===== src/design/ktrc_pkg.sv =====
`default_nettype none
package ktrc_pkg;

   // key codes
   localparam logic [4:0] KEY_FWD   = 5'd1;
   localparam logic [4:0] KEY_BACK  = 5'd2;
   localparam logic [4:0] KEY_LEFT  = 5'd3;
   localparam logic [4:0] KEY_RIGHT = 5'd4;
   localparam logic [4:0] KEY_Q     = 5'd5;
   localparam logic [4:0] KEY_E     = 5'd6;
   localparam logic [4:0] KEY_Z     = 5'd7;
   localparam logic [4:0] KEY_R     = 5'd8;
   localparam logic [4:0] KEY_SPACE = 5'd9;
   localparam logic [4:0] KEY_DIG1  = 5'd10;
   localparam logic [4:0] KEY_DIG7  = 5'd16;

   // held commands
   localparam logic [3:0] CMD_NONE   = 4'd0;
   localparam logic [3:0] CMD_ESTOP  = 4'd8;
   localparam logic [3:0] CMD_ACTIVE = 4'd9;

   // movement flag bits
   localparam logic [5:0] FLAG_FWD   = 6'b000001;
   localparam logic [5:0] FLAG_BACK  = 6'b000010;
   localparam logic [5:0] FLAG_LEFT  = 6'b000100;
   localparam logic [5:0] FLAG_RIGHT = 6'b001000;
   localparam logic [5:0] FLAG_Q     = 6'b010000;
   localparam logic [5:0] FLAG_E     = 6'b100000;
   localparam logic [5:0] FLAGS_DIR4 = 6'b001111;
   localparam logic [5:0] FLAGS_ALL6 = 6'b111111;

   localparam logic [3:0] AXES_JOY   = 4'b1111;
   localparam logic [3:0] AXES_TWIST = 4'b0111;

   // configuration register indexes
   localparam logic [2:0] CSR_TWIST_MODE   = 3'd0;
   localparam logic [2:0] CSR_MAX_LINEAR   = 3'd1;
   localparam logic [2:0] CSR_MAX_ANGULAR  = 3'd2;
   localparam logic [2:0] CSR_STEP_LINEAR  = 3'd3;
   localparam logic [2:0] CSR_STEP_ANGULAR = 3'd4;

   localparam logic [14:0] MAX_RESET  = 15'd4096;
   localparam logic [14:0] STEP_RESET = 15'd205;

   localparam int QUEUE_DEPTH = 2;

   typedef struct packed {
      logic        twist_mode;
      logic [14:0] max_linear;
      logic [14:0] max_angular;
      logic [14:0] step_linear;
      logic [14:0] step_angular;
   } cfg_type;

   // decoded item
   typedef struct packed {
      logic       tick;
      logic       flag_we;
      logic [5:0] flag_mask;
      logic       down;
      logic       cmd_en;
      logic [3:0] cmd_code;
      logic       stop;
      logic [5:0] clr_mask;
      logic [3:0] zero_mask;
   } op_type;

endpackage
`default_nettype wire


===== src/design/key_throttle_ramp_controller.sv =====
// A send tick accepted into the queue passes on into the output register, and its result then shows on rsp_*.
// Throughput: one item per cycle. While a result waits under rsp_stall, key events keep
// draining; a send tick at the queue head waits, and the two-entry queue then fills.
// Key events give no result and are absorbed by the back end one per cycle.
// Reset (synchronous, active high) clears flags, axes, latch, queue and output valid,
// and loads the default configuration.
`default_nettype none
module key_throttle_ramp_controller (
   input  wire logic               clock,
   input  wire logic               reset,
   input  wire logic               req_valid,
   output logic                    req_stall,
   input  wire logic               req_kind,
   input  wire logic [4:0]         req_key_code,
   input  wire logic               req_key_down,
   output logic                    rsp_valid,
   input  wire logic               rsp_stall,
   output logic signed [15:0]      rsp_axis_0,
   output logic signed [15:0]      rsp_axis_1,
   output logic signed [15:0]      rsp_axis_2,
   output logic signed [15:0]      rsp_axis_3,
   output logic [3:0]              rsp_held_command,
   input  wire logic               csr_valid,
   output logic                    csr_ready,
   input  wire logic [2:0]         csr_index,
   input  wire logic [14:0]        csr_data
);

   ktrc_pkg::cfg_type cfg_ff, cfg_in;
   ktrc_pkg::op_type  q_data;
   ktrc_pkg::op_type  head;
   logic              q_push;
   logic              q_full;
   logic              head_valid;
   logic              pop;

   assign csr_ready = 1'b1;

   always_comb begin
      cfg_in = cfg_ff;
      if (csr_valid && csr_ready) begin
         case (csr_index)
            ktrc_pkg::CSR_TWIST_MODE:   cfg_in.twist_mode   = csr_data[0];
            ktrc_pkg::CSR_MAX_LINEAR:   cfg_in.max_linear   = csr_data;
            ktrc_pkg::CSR_MAX_ANGULAR:  cfg_in.max_angular  = csr_data;
            ktrc_pkg::CSR_STEP_LINEAR:  cfg_in.step_linear  = csr_data;
            ktrc_pkg::CSR_STEP_ANGULAR: cfg_in.step_angular = csr_data;
            default: ;
         endcase
      end
   end

   always_ff @(posedge clock) begin
      if (reset) begin
         cfg_ff.twist_mode   <= 1'b0;
         cfg_ff.max_linear   <= ktrc_pkg::MAX_RESET;
         cfg_ff.max_angular  <= ktrc_pkg::MAX_RESET;
         cfg_ff.step_linear  <= ktrc_pkg::STEP_RESET;
         cfg_ff.step_angular <= ktrc_pkg::STEP_RESET;
      end else begin
         cfg_ff <= cfg_in;
      end
   end

   ktrc_front u_front (
      .twist_mode   (cfg_ff.twist_mode),
      .req_valid    (req_valid),
      .req_stall    (req_stall),
      .req_kind     (req_kind),
      .req_key_code (req_key_code),
      .req_key_down (req_key_down),
      .q_full       (q_full),
      .q_push       (q_push),
      .q_data       (q_data)
   );

   ktrc_queue u_queue (
      .clock      (clock),
      .reset      (reset),
      .push       (q_push),
      .push_data  (q_data),
      .full       (q_full),
      .head_valid (head_valid),
      .head       (head),
      .pop        (pop)
   );

   ktrc_back u_back (
      .clock            (clock),
      .reset            (reset),
      .cfg              (cfg_ff),
      .head_valid       (head_valid),
      .head             (head),
      .pop              (pop),
      .rsp_valid        (rsp_valid),
      .rsp_stall        (rsp_stall),
      .rsp_axis_0       (rsp_axis_0),
      .rsp_axis_1       (rsp_axis_1),
      .rsp_axis_2       (rsp_axis_2),
      .rsp_axis_3       (rsp_axis_3),
      .rsp_held_command (rsp_held_command)
   );

endmodule
`default_nettype wire


===== src/design/ktrc_front.sv =====
`default_nettype none
module ktrc_front (
   input  wire logic              twist_mode,
   input  wire logic              req_valid,
   output logic                   req_stall,
   input  wire logic              req_kind,
   input  wire logic [4:0]        req_key_code,
   input  wire logic              req_key_down,
   input  wire logic              q_full,
   output logic                   q_push,
   output ktrc_pkg::op_type       q_data
);

   logic [5:0] clr;
   logic [3:0] zero;
   logic [4:0] dig;

   assign req_stall = q_full;
   assign q_push    = req_valid && !q_full;
   assign clr       = twist_mode ? ktrc_pkg::FLAGS_ALL6 : ktrc_pkg::FLAGS_DIR4;
   assign zero      = twist_mode ? ktrc_pkg::AXES_TWIST : ktrc_pkg::AXES_JOY;
   assign dig       = req_key_code - ktrc_pkg::KEY_DIG1 + 5'd1;

   always_comb begin
      q_data           = '0;
      q_data.down      = req_key_down;
      q_data.clr_mask  = clr;
      q_data.zero_mask = zero;
      if (req_kind) begin
         q_data.tick = 1'b1;
      end else begin
         case (req_key_code)
            ktrc_pkg::KEY_FWD: begin
               q_data.flag_we   = 1'b1;
               q_data.flag_mask = ktrc_pkg::FLAG_FWD;
            end
            ktrc_pkg::KEY_BACK: begin
               q_data.flag_we   = 1'b1;
               q_data.flag_mask = ktrc_pkg::FLAG_BACK;
            end
            ktrc_pkg::KEY_LEFT: begin
               q_data.flag_we   = 1'b1;
               q_data.flag_mask = ktrc_pkg::FLAG_LEFT;
            end
            ktrc_pkg::KEY_RIGHT: begin
               q_data.flag_we   = 1'b1;
               q_data.flag_mask = ktrc_pkg::FLAG_RIGHT;
            end
            ktrc_pkg::KEY_Q: begin
               if (twist_mode) begin
                  q_data.flag_we   = 1'b1;
                  q_data.flag_mask = ktrc_pkg::FLAG_Q;
               end
            end
            ktrc_pkg::KEY_E: begin
               if (twist_mode) begin
                  q_data.flag_we   = 1'b1;
                  q_data.flag_mask = ktrc_pkg::FLAG_E;
               end else begin
                  q_data.cmd_en   = 1'b1;
                  q_data.cmd_code = ktrc_pkg::CMD_ESTOP;
               end
            end
            ktrc_pkg::KEY_Z: begin
               if (twist_mode) begin
                  q_data.cmd_en   = 1'b1;
                  q_data.cmd_code = ktrc_pkg::CMD_ESTOP;
               end
            end
            ktrc_pkg::KEY_R: begin
               q_data.cmd_en   = 1'b1;
               q_data.cmd_code = ktrc_pkg::CMD_ACTIVE;
            end
            ktrc_pkg::KEY_SPACE: begin
               q_data.stop = req_key_down;
            end
            default: begin
               // digit buttons, joystick mode only
               if (!twist_mode && req_key_code >= ktrc_pkg::KEY_DIG1
                   && req_key_code <= ktrc_pkg::KEY_DIG7) begin
                  q_data.cmd_en   = 1'b1;
                  q_data.cmd_code = dig[3:0];
               end
            end
         endcase
      end
   end

endmodule
`default_nettype wire


===== src/design/ktrc_queue.sv =====
`default_nettype none
module ktrc_queue (
   input  wire logic              clock,
   input  wire logic              reset,
   input  wire logic              push,
   input  wire ktrc_pkg::op_type  push_data,
   output logic                   full,
   output logic                   head_valid,
   output ktrc_pkg::op_type       head,
   input  wire logic              pop
);

   localparam int PTR_W = $clog2(ktrc_pkg::QUEUE_DEPTH);
   localparam int CNT_W = $clog2(ktrc_pkg::QUEUE_DEPTH + 1);

   ktrc_pkg::op_type entry_ff [ktrc_pkg::QUEUE_DEPTH];
   logic [PTR_W-1:0] rd_ptr_ff, rd_ptr_in;
   logic [PTR_W-1:0] wr_ptr_ff, wr_ptr_in;
   logic [CNT_W-1:0] count_ff, count_in;

   assign full       = (count_ff == CNT_W'(ktrc_pkg::QUEUE_DEPTH));
   assign head_valid = (count_ff != '0);
   assign head       = entry_ff[rd_ptr_ff];

   always_comb begin
      rd_ptr_in = rd_ptr_ff;
      wr_ptr_in = wr_ptr_ff;
      count_in  = count_ff;
      if (push) begin
         wr_ptr_in = (wr_ptr_ff == PTR_W'(ktrc_pkg::QUEUE_DEPTH - 1)) ? '0
                   : wr_ptr_ff + PTR_W'(1);
      end
      if (pop) begin
         rd_ptr_in = (rd_ptr_ff == PTR_W'(ktrc_pkg::QUEUE_DEPTH - 1)) ? '0
                   : rd_ptr_ff + PTR_W'(1);
      end
      if (push && !pop) begin
         count_in = count_ff + CNT_W'(1);
      end else if (pop && !push) begin
         count_in = count_ff - CNT_W'(1);
      end
   end

   always_ff @(posedge clock) begin
      if (reset) begin
         rd_ptr_ff <= '0;
         wr_ptr_ff <= '0;
         count_ff  <= '0;
      end else begin
         rd_ptr_ff <= rd_ptr_in;
         wr_ptr_ff <= wr_ptr_in;
         count_ff  <= count_in;
      end
   end

   always_ff @(posedge clock) begin
      if (push) begin
         entry_ff[wr_ptr_ff] <= push_data;
      end
   end

endmodule
`default_nettype wire


===== src/design/ktrc_back.sv =====
`default_nettype none
module ktrc_back (
   input  wire logic               clock,
   input  wire logic               reset,
   input  wire ktrc_pkg::cfg_type  cfg,
   input  wire logic               head_valid,
   input  wire ktrc_pkg::op_type   head,
   output logic                    pop,
   output logic                    rsp_valid,
   input  wire logic               rsp_stall,
   output logic signed [15:0]      rsp_axis_0,
   output logic signed [15:0]      rsp_axis_1,
   output logic signed [15:0]      rsp_axis_2,
   output logic signed [15:0]      rsp_axis_3,
   output logic [3:0]              rsp_held_command
);

   function automatic logic signed [17:0] ramp(input logic signed [17:0] cur,
                                               input logic signed [17:0] tgt,
                                               input logic signed [17:0] step);
      logic signed [17:0] up;
      logic signed [17:0] dn;
      logic signed [17:0] r;
      up = cur + step;
      dn = cur - step;
      r  = cur;
      if (cur < tgt) begin
         r = (up > tgt) ? tgt : up;
      end else if (cur > tgt) begin
         r = (dn < tgt) ? tgt : dn;
      end
      return r;
   endfunction

   logic [5:0]         flags_ff, flags_in;
   logic [3:0]         latch_ff, latch_in;
   logic signed [15:0] axis_ff [4];
   logic signed [15:0] axis_in [4];
   logic               out_valid_ff, out_valid_in;
   logic signed [15:0] out_axis_ff [4];
   logic [3:0]         out_cmd_ff;

   logic               out_free;
   logic               do_tick;
   logic signed [17:0] lin, ang, step_l, step_a;
   logic signed [17:0] fwd_t, back_t, left_t, right_t, q_t, e_t;
   logic signed [17:0] tgt [4];
   logic signed [17:0] stp [4];
   logic signed [17:0] nxt [4];

   assign out_free = !out_valid_ff || !rsp_stall;
   assign pop      = head_valid && (!head.tick || out_free);
   assign do_tick  = pop && head.tick;

   assign lin     = {3'b000, cfg.max_linear};
   assign ang     = {3'b000, cfg.max_angular};
   assign step_l  = {3'b000, cfg.step_linear};
   assign step_a  = {3'b000, cfg.step_angular};
   assign fwd_t   = flags_ff[0] ? lin : '0;
   assign back_t  = flags_ff[1] ? lin : '0;
   assign left_t  = flags_ff[2] ? ang : '0;
   assign right_t = flags_ff[3] ? ang : '0;
   assign q_t     = flags_ff[4] ? lin : '0;
   assign e_t     = flags_ff[5] ? lin : '0;

   always_comb begin
      if (cfg.twist_mode) begin
         tgt[0] = fwd_t - back_t;
         tgt[1] = q_t - e_t;
         tgt[2] = left_t - right_t;
         tgt[3] = {{2{axis_ff[3][15]}}, axis_ff[3]};
      end else begin
         tgt[0] = fwd_t;
         tgt[1] = back_t;
         tgt[2] = left_t;
         tgt[3] = right_t;
      end
      stp[0] = step_l;
      stp[1] = step_l;
      stp[2] = step_a;
      stp[3] = step_a;
      for (int i = 0; i < 4; i++) begin
         nxt[i] = ramp({{2{axis_ff[i][15]}}, axis_ff[i]}, tgt[i], stp[i]);
      end
   end

   always_comb begin
      flags_in = flags_ff;
      latch_in = latch_ff;
      for (int i = 0; i < 4; i++) begin
         axis_in[i] = axis_ff[i];
      end
      if (do_tick) begin
         for (int i = 0; i < 4; i++) begin
            axis_in[i] = nxt[i][15:0];
         end
      end else if (pop) begin
         if (head.flag_we) begin
            flags_in = head.down ? (flags_ff | head.flag_mask)
                                 : (flags_ff & ~head.flag_mask);
         end
         if (head.cmd_en) begin
            if (head.down) begin
               if (latch_ff != head.cmd_code) begin
                  latch_in = head.cmd_code;
                  if (head.cmd_code == ktrc_pkg::CMD_ESTOP) begin
                     flags_in = flags_ff & ~head.clr_mask;
                     for (int i = 0; i < 4; i++) begin
                        if (head.zero_mask[i]) axis_in[i] = '0;
                     end
                  end
               end
            end else if (latch_ff == head.cmd_code) begin
               latch_in = ktrc_pkg::CMD_NONE;
            end
         end
         if (head.stop) begin
            flags_in = flags_ff & ~head.clr_mask;
            latch_in = ktrc_pkg::CMD_NONE;
            for (int i = 0; i < 4; i++) begin
               if (head.zero_mask[i]) axis_in[i] = '0;
            end
         end
      end
   end

   always_comb begin
      if (do_tick) begin
         out_valid_in = 1'b1;
      end else begin
         out_valid_in = out_valid_ff && rsp_stall;
      end
   end

   always_ff @(posedge clock) begin
      if (reset) begin
         flags_ff     <= '0;
         latch_ff     <= ktrc_pkg::CMD_NONE;
         out_valid_ff <= 1'b0;
         for (int i = 0; i < 4; i++) begin
            axis_ff[i] <= '0;
         end
      end else begin
         flags_ff     <= flags_in;
         latch_ff     <= latch_in;
         out_valid_ff <= out_valid_in;
         for (int i = 0; i < 4; i++) begin
            axis_ff[i] <= axis_in[i];
         end
      end
   end

   always_ff @(posedge clock) begin
      if (do_tick) begin
         out_axis_ff[0] <= nxt[0][15:0];
         out_axis_ff[1] <= nxt[1][15:0];
         out_axis_ff[2] <= nxt[2][15:0];
         out_axis_ff[3] <= cfg.twist_mode ? 16'sd0 : nxt[3][15:0];
         out_cmd_ff     <= latch_ff;
      end
   end

   assign rsp_valid        = out_valid_ff;
   assign rsp_axis_0       = out_axis_ff[0];
   assign rsp_axis_1       = out_axis_ff[1];
   assign rsp_axis_2       = out_axis_ff[2];
   assign rsp_axis_3       = out_axis_ff[3];
   assign rsp_held_command = out_cmd_ff;

endmodule
`default_nettype wire


===== config.mk =====
export PLATFORM = sky130hd
export DESIGN_NAME = key_throttle_ramp_controller
export DESIGN_NICKNAME = d
export VERILOG_FILES = /design/src/design/ktrc_pkg.sv /design/src/design/key_throttle_ramp_controller.sv /design/src/design/ktrc_front.sv /design/src/design/ktrc_queue.sv /design/src/design/ktrc_back.sv
export SDC_FILE = /design/constraint.sdc
export NUM_CORES = 1
export LEC_CHECK = 0
export ABC_CLOCK_PERIOD_IN_PS = 6300
export BUFFER_PORTS_ARGS = -buffer_cell sky130_fd_sc_hd__clkbuf_2
export CAP_MARGIN = 10
export CORE_UTILIZATION = 48
export DETAILED_ROUTE_END_ITERATION = 6
export GPL_TIMING_DRIVEN = 0
export PLACE_DENSITY = 0.77
export SYNTH_ARGS = -nofsm -noshare
export SYNTH_HDL_FRONTEND = slang
export SYNTH_SLANG_ARGS = --single-unit

===== constraint.sdc =====
create_clock -name clock -period 6.3 [get_ports clock]
set_input_delay 0.63 -clock clock [delete_from_list [all_inputs] [get_ports clock]]
set_output_delay 0.63 -clock clock [all_outputs]
set_load 0.05 [all_outputs]

== Yosys cells after proc, flatten, opt, wreduce, memory -nomap -nowiden ==
Memory sizes are Yosys's and may differ from the RTL's. A register that Yosys moved wholly into a read port is not among the register bits.
Cells that the tools add are included.

* Flip-flop bits (word level): 80
* RAM bits: 178
* Bits of input ports: 30
* Output and inout bits: 71
* Word-level logic and storage cells: 190
* Memories: 3

* Add/sub/neg operators: 17
* Magnitude comparators: 18
* Equality and inequality tests: 18
* Muxes and demuxes: 82
* Bitwise operators: 10
* Reduce and logical (&&, ||, !) cells: 30

{| class="wikitable"
|+ Memories
! name !! depth !! bits a word !! rd ports !! clocked after memory_dff !! write ports !! RTL line !! source
|-
| u_back.axis_ff || 4 || 16 || 4 || 0 || 4 || ktrc_back.sv:37 || <nowiki>logic signed [15:0] axis_ff [4];</nowiki>
|-
| u_back.out_axis_ff || 4 || 16 || 4 || 0 || 4 || ktrc_back.sv:40 || <nowiki>logic signed [15:0] out_axis_ff [4];</nowiki>
|-
| u_queue.entry_ff || 2 || 25 || 1 || 1 || 1 || ktrc_queue.sv:16 || <nowiki>ktrc_pkg::op_type entry_ff [ktrc_pkg::QUEUE_DEPTH];</nowiki>
|}

{| class="wikitable"
|+ Operator list
! cell !! number
|-
| 2-to-1 mux 16 bit || 29
|-
| 2-to-1 mux 64 bit || 7
|-
| 2-to-1 mux 15 bit || 6
|-
| greater-than comparator 16 x 18 -> 1 bit || 4
|-
| greater-than comparator 17 x 18 -> 1 bit || 4
|-
| less-than comparator 16 x 18 -> 1 bit || 4
|-
| less-than comparator 17 x 18 -> 1 bit || 4
|-
| 2-to-1 mux 72 bit || 1
|-
| adder 16 x 16 -> 17 bit || 4
|-
| subtractor 16 x 16 -> 17 bit || 4
|-
| 2-to-1 mux 6 bit || 9
|-
| subtractor 18 bit || 3
|-
| case mux 7 bit (6 select lines) || 1
|-
| 2-to-1 mux 4 bit || 6
|-
| 2-to-1 mux 7 bit || 3
|-
| == test 5 x 3 -> 1 bit (second input constant) || 4
|-
| case mux 5 bit (4 select lines) || 1
|-
| 2-to-1 mux 5 bit || 3
|-
| 2-to-1 mux 1 bit || 14
|-
| bitwise AND 6 bit || 2
|-
| NOT 6 bit || 2
|-
| AND reduction 2 bit || 6
|-
| == test 5 x 2 -> 1 bit (second input constant) || 2
|-
| == test 5 x 4 -> 1 bit (second input constant) || 2
|-
| other kinds (28) || 50
|}

== Logic depth before layout (Yosys ltp) ==
Gate-level depths: netlist (run 1).
An unclocked memory read counts as a cell.

* Depth after elaboration: 11
* Mapped depth: 29
* Depth with buffers taken out: 25

== Cells and area by module ==
A second synthesis (run 1) with hierarchy kept.

* Cell total of the unflattened synthesis: 3163
* Area, all modules: 26698.1 sq um

{| class="wikitable"
|+ Modules (own cells, without submodules)
! module !! instances !! cells each !! area an instance (sq um) !! seq. area each (sq um)
|-
| ktrc_back || 1 || 2766 || 21709.6 || 3543.4
|-
| key_throttle_ramp_controller || 1 || 231 || 2501.1 || 1221.2
|-
| ktrc_queue || 1 || 100 || 2013.2 || 1601.5
|-
| ktrc_front || 1 || 66 || 474.2 || 0.0
|}

== Worst setup path after synthesis (run 1) ==
Ideal clock, no wire load.

* Path kind: reg2reg
* Start point: reg u_back.flags_ff[3]
* End point: mem u_back.out_axis_ff[2][10] (data pin)
* Library setup time: 0.256 ns
* Arrival: 5.978 ns
* Required time: 6.044 ns
* Path slack: 0.065 ns
* Cell stages (with the launch flop): 30
* Path buffers: 5
* Period minus slack after synthesis: 6.235 ns
* Cells stage by stage: dfxtp_1 > clkbuf_1 > clkbuf_1 > and2_1 > ha_1 > inv_1 > fa_1 > a21o_1 > a21oi_2 > o21ai_0 > o211a_1 > or2_2 > clkbuf_1 > a21o_1 > a21oi_1 > xnor2_1 > a21oi_1 > ha_1 > and4_1 > nand2_1 > nor2_1 > inv_1 > a2111oi_0 > mux2i_1 > or4_1 > clkbuf_1 > buf_2 > nor2_1 > nor2_1 > a22o_1

{| class="wikitable"
|+ RTL lines
! what !! RTL line !! source
|-
| start, declared || ktrc_back.sv:35 || <nowiki>logic [5:0] flags_ff, flags_in;</nowiki>
|-
| start signal, assigned || ktrc_back.sv:144 || <nowiki>flags_ff <= flags_in;</nowiki>
|-
| end, declared || ktrc_back.sv:40 ||
|}

==> results of run 1 <==
-- how the worst max path moves through the flow --
stage                                    start                                  end  slack (ns)  cells after the start
5_1_grt                cfg_ff[49]$_SDFFE_PP0P_   u_back.out_axis_ff[1][9]$_DFFE_PP_       -0.03                     23
6_report               cfg_ff[60]$_SDFFE_PP0P_  u_back.out_axis_ff[0][12]$_DFFE_PP_        0.09                     20
2_1_floorplan  u_back.flags_ff[3]$_SDFFE_PP0P_  u_back.out_axis_ff[2][10]$_DFFE_PP_        0.07                     29
3_5_place_dp           cfg_ff[60]$_SDFFE_PP0P_   u_back.out_axis_ff[1][3]$_DFFE_PP_       -2.89                     20
4_1_cts        u_back.flags_ff[1]$_SDFFE_PP0P_  u_back.out_axis_ff[0][12]$_DFFE_PP_        0.01                     23
3_3_place_gp           cfg_ff[60]$_SDFFE_PP0P_   u_back.out_axis_ff[1][3]$_DFFE_PP_       -2.92                     20
-- through the flow --
step                      total power [mW]  hold WS [ns]  TNS (ns)
after floorplan                       9.49         0.445         0
after CTS                             13.8         0.229         0
after global routing                  15.1         0.238   -0.0995
after global placement                11.7         0.470   -261.45
after detailed placement              11.8         0.472   -263.74
final                                 14.2         0.244         0
-- cells by family (layout without fill, tap and decap cells) --
group           count (synthesis)  after routing  share of synthesized area
compound gates                926            926                      0.242
xor+xnor                      142            142                     0.0475
fa+ha+maj                     369            369                      0.178
buf+inv                       363            539                     0.0534
flops                         243            243                      0.225
mux                           156            156                     0.0620
other cells                     1              1                   0.000143
simple gates                 1068           1068                      0.192
-- sequential cells by signal (all words and copies together) (netlist names), 2 cells and up, named ones only --
name / count
u_back.axis_ff: 64
u_back.out_axis_ff: 64
cfg_ff: 61
u_queue.entry_ff: 34
u_back.flags_ff: 6
u_back.latch_ff: 4
u_back.rsp_held_command: 4
u_queue.count_ff: 2
-- critical path, stage by stage (launching register included) --
cell,delay (ns)
dfxtp_2,0.39
clkinv_1,0.29
clkbuf_1,0.58
clkbuf_1,0.60
clkbuf_2,0.57
a21o_1,0.34
inv_1,0.13
ha_1,0.31
nand2_1,0.08
nor3_2,0.27
o21ai_0,0.13
o211ai_1,0.12
a21oi_1,0.11
maj3_1,0.39
a32oi_1,0.21
o21a_1,0.14
a31o_2,0.14
buf_2,0.24
buf_4,0.29
mux2_2,0.40
o21ai_1,0.25
-- report_power, final --
group          switching (mW)  total (mW)  internal (mW)  leakage (nW)
Sequential              0.233        2.52           2.28          2.11
Clock                   0.749        1.80           1.05         0.517
Combinational            6.22        9.87           3.65          10.1
-- routing by layer --
| metal | vias up | global-route usage | share of wire |
|---|---|---|---|
| met5 | - | 0 | 0 |
| met4 | 0 | 0.159 | 0.058 |
| met3 | 265 | 0.0456 | 0.081 |
| met2 | 1113 | 0.520 | 0.46 |
| met1 | 12063 | 0.387 | 0.40 |
| li1 | 12231 | - | - |
-- final cells by class --
type / instances / area, sq um / share of cell area
Timing Repair Buffer: 125 / 739 / 0.0252
Sequential cell: 243 / 5890 / 0.201
Clock inverter: 14 / 109 / 0.00371
Clock buffer: 42 / 913 / 0.0312
Multi-Input combinational cell: 2662 / 19300 / 0.657
Tap cell: 696 / 871 / 0.0297
Inverter: 217 / 821 / 0.0280
Buffer: 141 / 689 / 0.0235
-- layout by cell type (no fill, tap or decap), types with 38 or more instances in the layout --
master,count
nand3_1,44
o21ai_0,137
dfxtp_1,136
clkbuf_1,85
a21oi_1,245
mux2_2,45
mux2i_1,105
inv_1,211
nand2_1,336
ha_1,344
a211oi_1,49
edfxtp_1,102
xor2_1,43
nor2b_1,38
and2_1,42
nor3_1,68
nand2b_1,40
a21o_1,80
xnor2_1,99
nor2_1,318
clkbuf_2,116
-- what timing repair did --
item                       4_1_cts  5_1_grt
pin swaps                        6       11
buffers inserted                 3       21
setup endpoints to repair      128      116
gates resized for setup         93       84
==> results.sh, run 1 <==
export IMPL_clk_latency_ns=0.61
export IMPL_crit_type="reg -> reg"
export IMPL_period_needed_ns=6.21
export IMPL_dr_first_iter_drc_count=2492
export IMPL_worst_pin_slew_ns=1.29
export IMPL_setup_violations=0
export IMPL_initial_core_util=0.486
export IMPL_io_buffers=97
export IMPL_worst_slack_ns=0.0922
export IMPL_synth_edff_count=102
export IMPL_ys_types=94
export IMPL_wl_um=88400
export IMPL_synth_nets=3653
export IMPL_powerDensity_nw_per_um2=484
export IMPL_synthCells=3268
export IMPL_fin_nets=3805
export IMPL_endpoint_kind="flop"
export IMPL_die_h_um=235
export IMPL_synth_top_cell_area_share=0.165
export IMPL_crit_arrival_ns=6.60
export IMPL_rows=85
export IMPL_dieArea_sq_um=55400
export IMPL_synth_largest_area_cell="ha_1"
export IMPL_slew_viol_final=0
export IMPL_root_buffer="clkbuf_16"
export IMPL_hold_start="req_key_down"
export IMPL_p_leak_nw=12.7
export IMPL_clk_pin_slew_ns=0.07
export IMPL_ir_worst_vdd_v=0.000672
export IMPL_final_cells=4140
export IMPL_core_sq_um=53800
export IMPL_vias=25672
export IMPL_start_kind="flop"
export IMPL_cts_max_level=1
export IMPL_grt_pass1_vias=24062
export IMPL_holdPathEnd="u_queue.entry_ff[1][16]$_DFFE_PP_"
export IMPL_dpl_hpwl_um=69200
export IMPL_fin_skew_ns=0.0249
export IMPL_ys_async_sr_fraction=0
export IMPL_io_pins=101
export IMPL_area_growth_pct=12.0
export IMPL_synth_area_top_cells="ha_1, edfxtp_1, dfxtp_1, a21oi_1, nand2_1"
export IMPL_finalHoldViolations=0
export IMPL_grt_start_max_net_pins=49
export IMPL_postSynthAreaPerCell_sq_um=8.00
export IMPL_yosysWarnings=0
export IMPL_antenna_found_initial=0
export IMPL_r2r_end="u_back.out_axis_ff[0][12]$_DFFE_PP_"
export IMPL_drive_gt1_frac=0.115
export IMPL_final_util=0.545
export IMPL_synth_most_common_cell="ha_1"
export IMPL_antenna_left=0
export IMPL_r2r_start="cfg_ff[60]$_SDFFE_PP0P_"
export IMPL_cts_tree="done"
export IMPL_dp_slack_ns=-2.89
export IMPL_viasPerCell=6.20
export IMPL_gp_congestion=1.02
export IMPL_required_ns=6.70
export IMPL_grt_first_pass_wirelength_um=136000
export IMPL_dp_cells=4065
export IMPL_drc=2
export IMPL_whs_path_depth=1
export IMPL_crit_fanout=11
export IMPL_fill_cells=4998
export IMPL_fin_area_sq_um=29300
export IMPL_worstHoldPathType="in -> reg"
export IMPL_die_w_um=235
export IMPL_synth_seq_cells=243
export IMPL_status="finished with violations"
export IMPL_cts_sinks=243
export IMPL_grt_overflow=0
export IMPL_ff2ff_setup_slack_ns=0.09
export IMPL_syn_area_sq_um=26200
export IMPL_failed_checks="DRC"
export IMPL_clk_path_buf_depth=3
export IMPL_grt_use_total=0.311
export IMPL_fmax_mhz=161
export IMPL_antennaDiodeCount=0
export IMPL_dpl_cell_area_sq_um=27600
export IMPL_worstRegToRegCells=20
export IMPL_fin_crit_sh=0.985
export IMPL_cts_buffers=30
export IMPL_wl_per_cell_um=21.4
export IMPL_firstDrtPassIters=7
export IMPL_relSlewSlack=0.139
export IMPL_yosysSeqAreaShare=0.225
export IMPL_ctsHoldBuffers=0
export IMPL_yosys_top_cells_count="ha_1, nand2_1, nor2_1"
export IMPL_synth_main_ff_cell="dfxtp_1"
export IMPL_drv_cap=0
Note: power is estimated with default switching activity, not from simulation.
==> run 2: changes to the inputs <==
- RECOVER_POWER: not set -> 100
==> results.sh, run 2 (same netlist as run 1, synthesis figures left out) <==
export IMPL_status="finished with violations"
export IMPL_failed_checks="capacitance limit, slew limit"
export IMPL_final_util=0.542
export IMPL_firstDrtPassIters=7
export IMPL_clk_path_buf_depth=3
export IMPL_top_regs="u_back.axis_ff (64), u_back.out_axis_ff (64), cfg_ff (61)"
export IMPL_die_w_um=235
export IMPL_crit_family="buffers and inverters"
export IMPL_worst_slack_ns=0.156
export IMPL_wl_met3_um=7350
export IMPL_core_sq_um=53800
export IMPL_critPathMaxStageDelay_ns=0.58
export IMPL_final_common_cell="ha_1"
export IMPL_grt_first_pass_wirelength_um=136000
export IMPL_drive_gt1_frac=0.0923
export IMPL_ir_worst_vdd_v=0.000674
export IMPL_crit_fanout=11
export IMPL_slew_viol_final=49
export IMPL_period_needed_ns=6.14
export IMPL_antennaDiodeCount=0
export IMPL_vias=25654
export IMPL_finalHoldViolations=0
export IMPL_wl_um=88500
export IMPL_clk_latency_ns=0.61
export IMPL_cts_tree="done"
export IMPL_cts_max_level=1
export IMPL_grt_overflow=0
export IMPL_dpl_hpwl_um=69200
export IMPL_worst_path_buf_inv=7
export IMPL_initial_core_util=0.486
export IMPL_dieArea_sq_um=55400
export IMPL_clk_pin_slew_ns=0.07
export IMPL_total_power_mw=14.1
export IMPL_io_buffers=97
export IMPL_die_h_um=235
export IMPL_area_growth_pct=11.5
export IMPL_worstHoldPathType="in -> reg"
export IMPL_dp_slack_ns=-2.89
export IMPL_crit_arrival_ns=6.55
export IMPL_antenna_left=0
export IMPL_final_cell_mix="ha_1, nand2_1, nor2_1, a21oi_1, inv_1"
export IMPL_dpl_cell_area_sq_um=27600
export IMPL_cp_cell_sequence="clkinv_1 -> clkbuf_1 -> clkbuf_1 -> clkbuf_2 -> a21o_1 -> inv_1 -> ha_1 -> nand2_1 -> nor3_2 -> o21ai_0 -> o211ai_1 -> a21oi_1 -> maj3_1 -> a32oi_1 -> o21a_1 -> a31o_2 -> buf_2 -> buf_4 -> mux2_2 -> o21ai_1"
export IMPL_cts_sinks=243
export IMPL_grt_use_total=0.311
export IMPL_crit_top_cell="clkbuf_1"
export IMPL_setup_violations=0
export IMPL_drv_cap=1
export IMPL_fin_skew_ns=0.0216
export IMPL_wl_per_cell_um=21.4
export IMPL_start_kind="flop"
export IMPL_grt_pass1_vias=24062
export IMPL_cts_buffers=30
export IMPL_crit_type="reg -> reg"
export IMPL_ctsHoldBuffers=0
export IMPL_fin_area_sq_um=29200
export IMPL_viasPerCell=6.20
export IMPL_relSlewSlack=-1.03
export IMPL_p_leak_nw=12.5
export IMPL_grt_start_max_net_pins=49
export IMPL_endpoint_kind="flop"
export IMPL_fin_nets=3805
export IMPL_dr_first_iter_drc_count=2519
export IMPL_wirelength_met1_um=35600
export IMPL_fin_hold_ws_ns=0.282
export IMPL_fin_tns_setup_ns=0
export IMPL_dp_cells=4065
export IMPL_required_ns=6.71
export IMPL_fmax_mhz=163
export IMPL_worst_pin_slew_ns=3.04
export IMPL_rows=85
export IMPL_fin_crit_sh=0.975
export IMPL_powerDensity_nw_per_um2=484
export IMPL_gp_congestion=1.02
export IMPL_final_cells=4140
export IMPL_top_layer="met4"
export IMPL_cp_slowest_cell="clkbuf_1"
export IMPL_root_buffer="clkbuf_16"
export IMPL_antenna_found_initial=0
export IMPL_drc=0
export IMPL_dr_wl_met2_um=40300
export IMPL_io_pins=101
==> run 2: cell types whose count changed in the layout (fill, tap and decap cells not counted), moves of 2 or more <==
cell      previous run  this run
clkbuf_1            85       162
clkbuf_2           116        41
mux2_1               0         2
mux2_2              45        43
==> run 2: final timing paths <==
kind,end,from,slack (ns),cells past startpoint
setup / recovery,u_back.out_axis_ff[0][12]$_DFFE_PP_,cfg_ff[60]$_SDFFE_PP0P_,0.16,20
hold / removal,u_back.rsp_valid$_SDFF_PP0_,rsp_stall,0.28,3
setup reg to reg,u_back.out_axis_ff[0][12]$_DFFE_PP_,cfg_ff[60]$_SDFFE_PP0P_,0.16,20
hold reg to reg,u_back.rsp_held_command[0]$_DFFE_PP_,u_back.latch_ff[0]$_SDFFE_PP0P_,0.49,0
==> run 2: final cells by class <==
class	count	area, sq um
Inverter	217	820
Sequential cell	243	5890
Buffer	141	689
Clock inverter	14	109
Fill cell	5047	24600
Clock buffer	42	913
Multi-Input combinational cell	2662	19300
Tap cell	696	871
Timing Repair Buffer	125	614
==> run 2: timing repair <==
action	4_1_cts	5_1_grt
endpoints found under the setup margin	128	116
resized for setup	93	84
buffers inserted	3	21
pin swaps	6	11
==> run 2: routing by layer <==
metal	vias to the layer above	GRT usage
met5	-	0
met4	0	0.159
met3	261	0.0456
met2	1112	0.520
met1	12050	0.387
li1	12231	-
==> run 2: tightest hold or removal path, delay by kind of cell <==
family | cells | cell delay, ns
buf+inv | 1 | 0.10
compound gates | 1 | 0.05
simple gates | 1 | 0.05
==> run 2: power by group <==
group	internal [mW]	leakage, nW	switching, mW	total [mW]
registers	2.30	2.11	0.232	2.53
logic	3.58	9.84	6.21	9.80
clock network	1.05	0.517	0.754	1.81
total	6.93	12.5	7.20	14.1
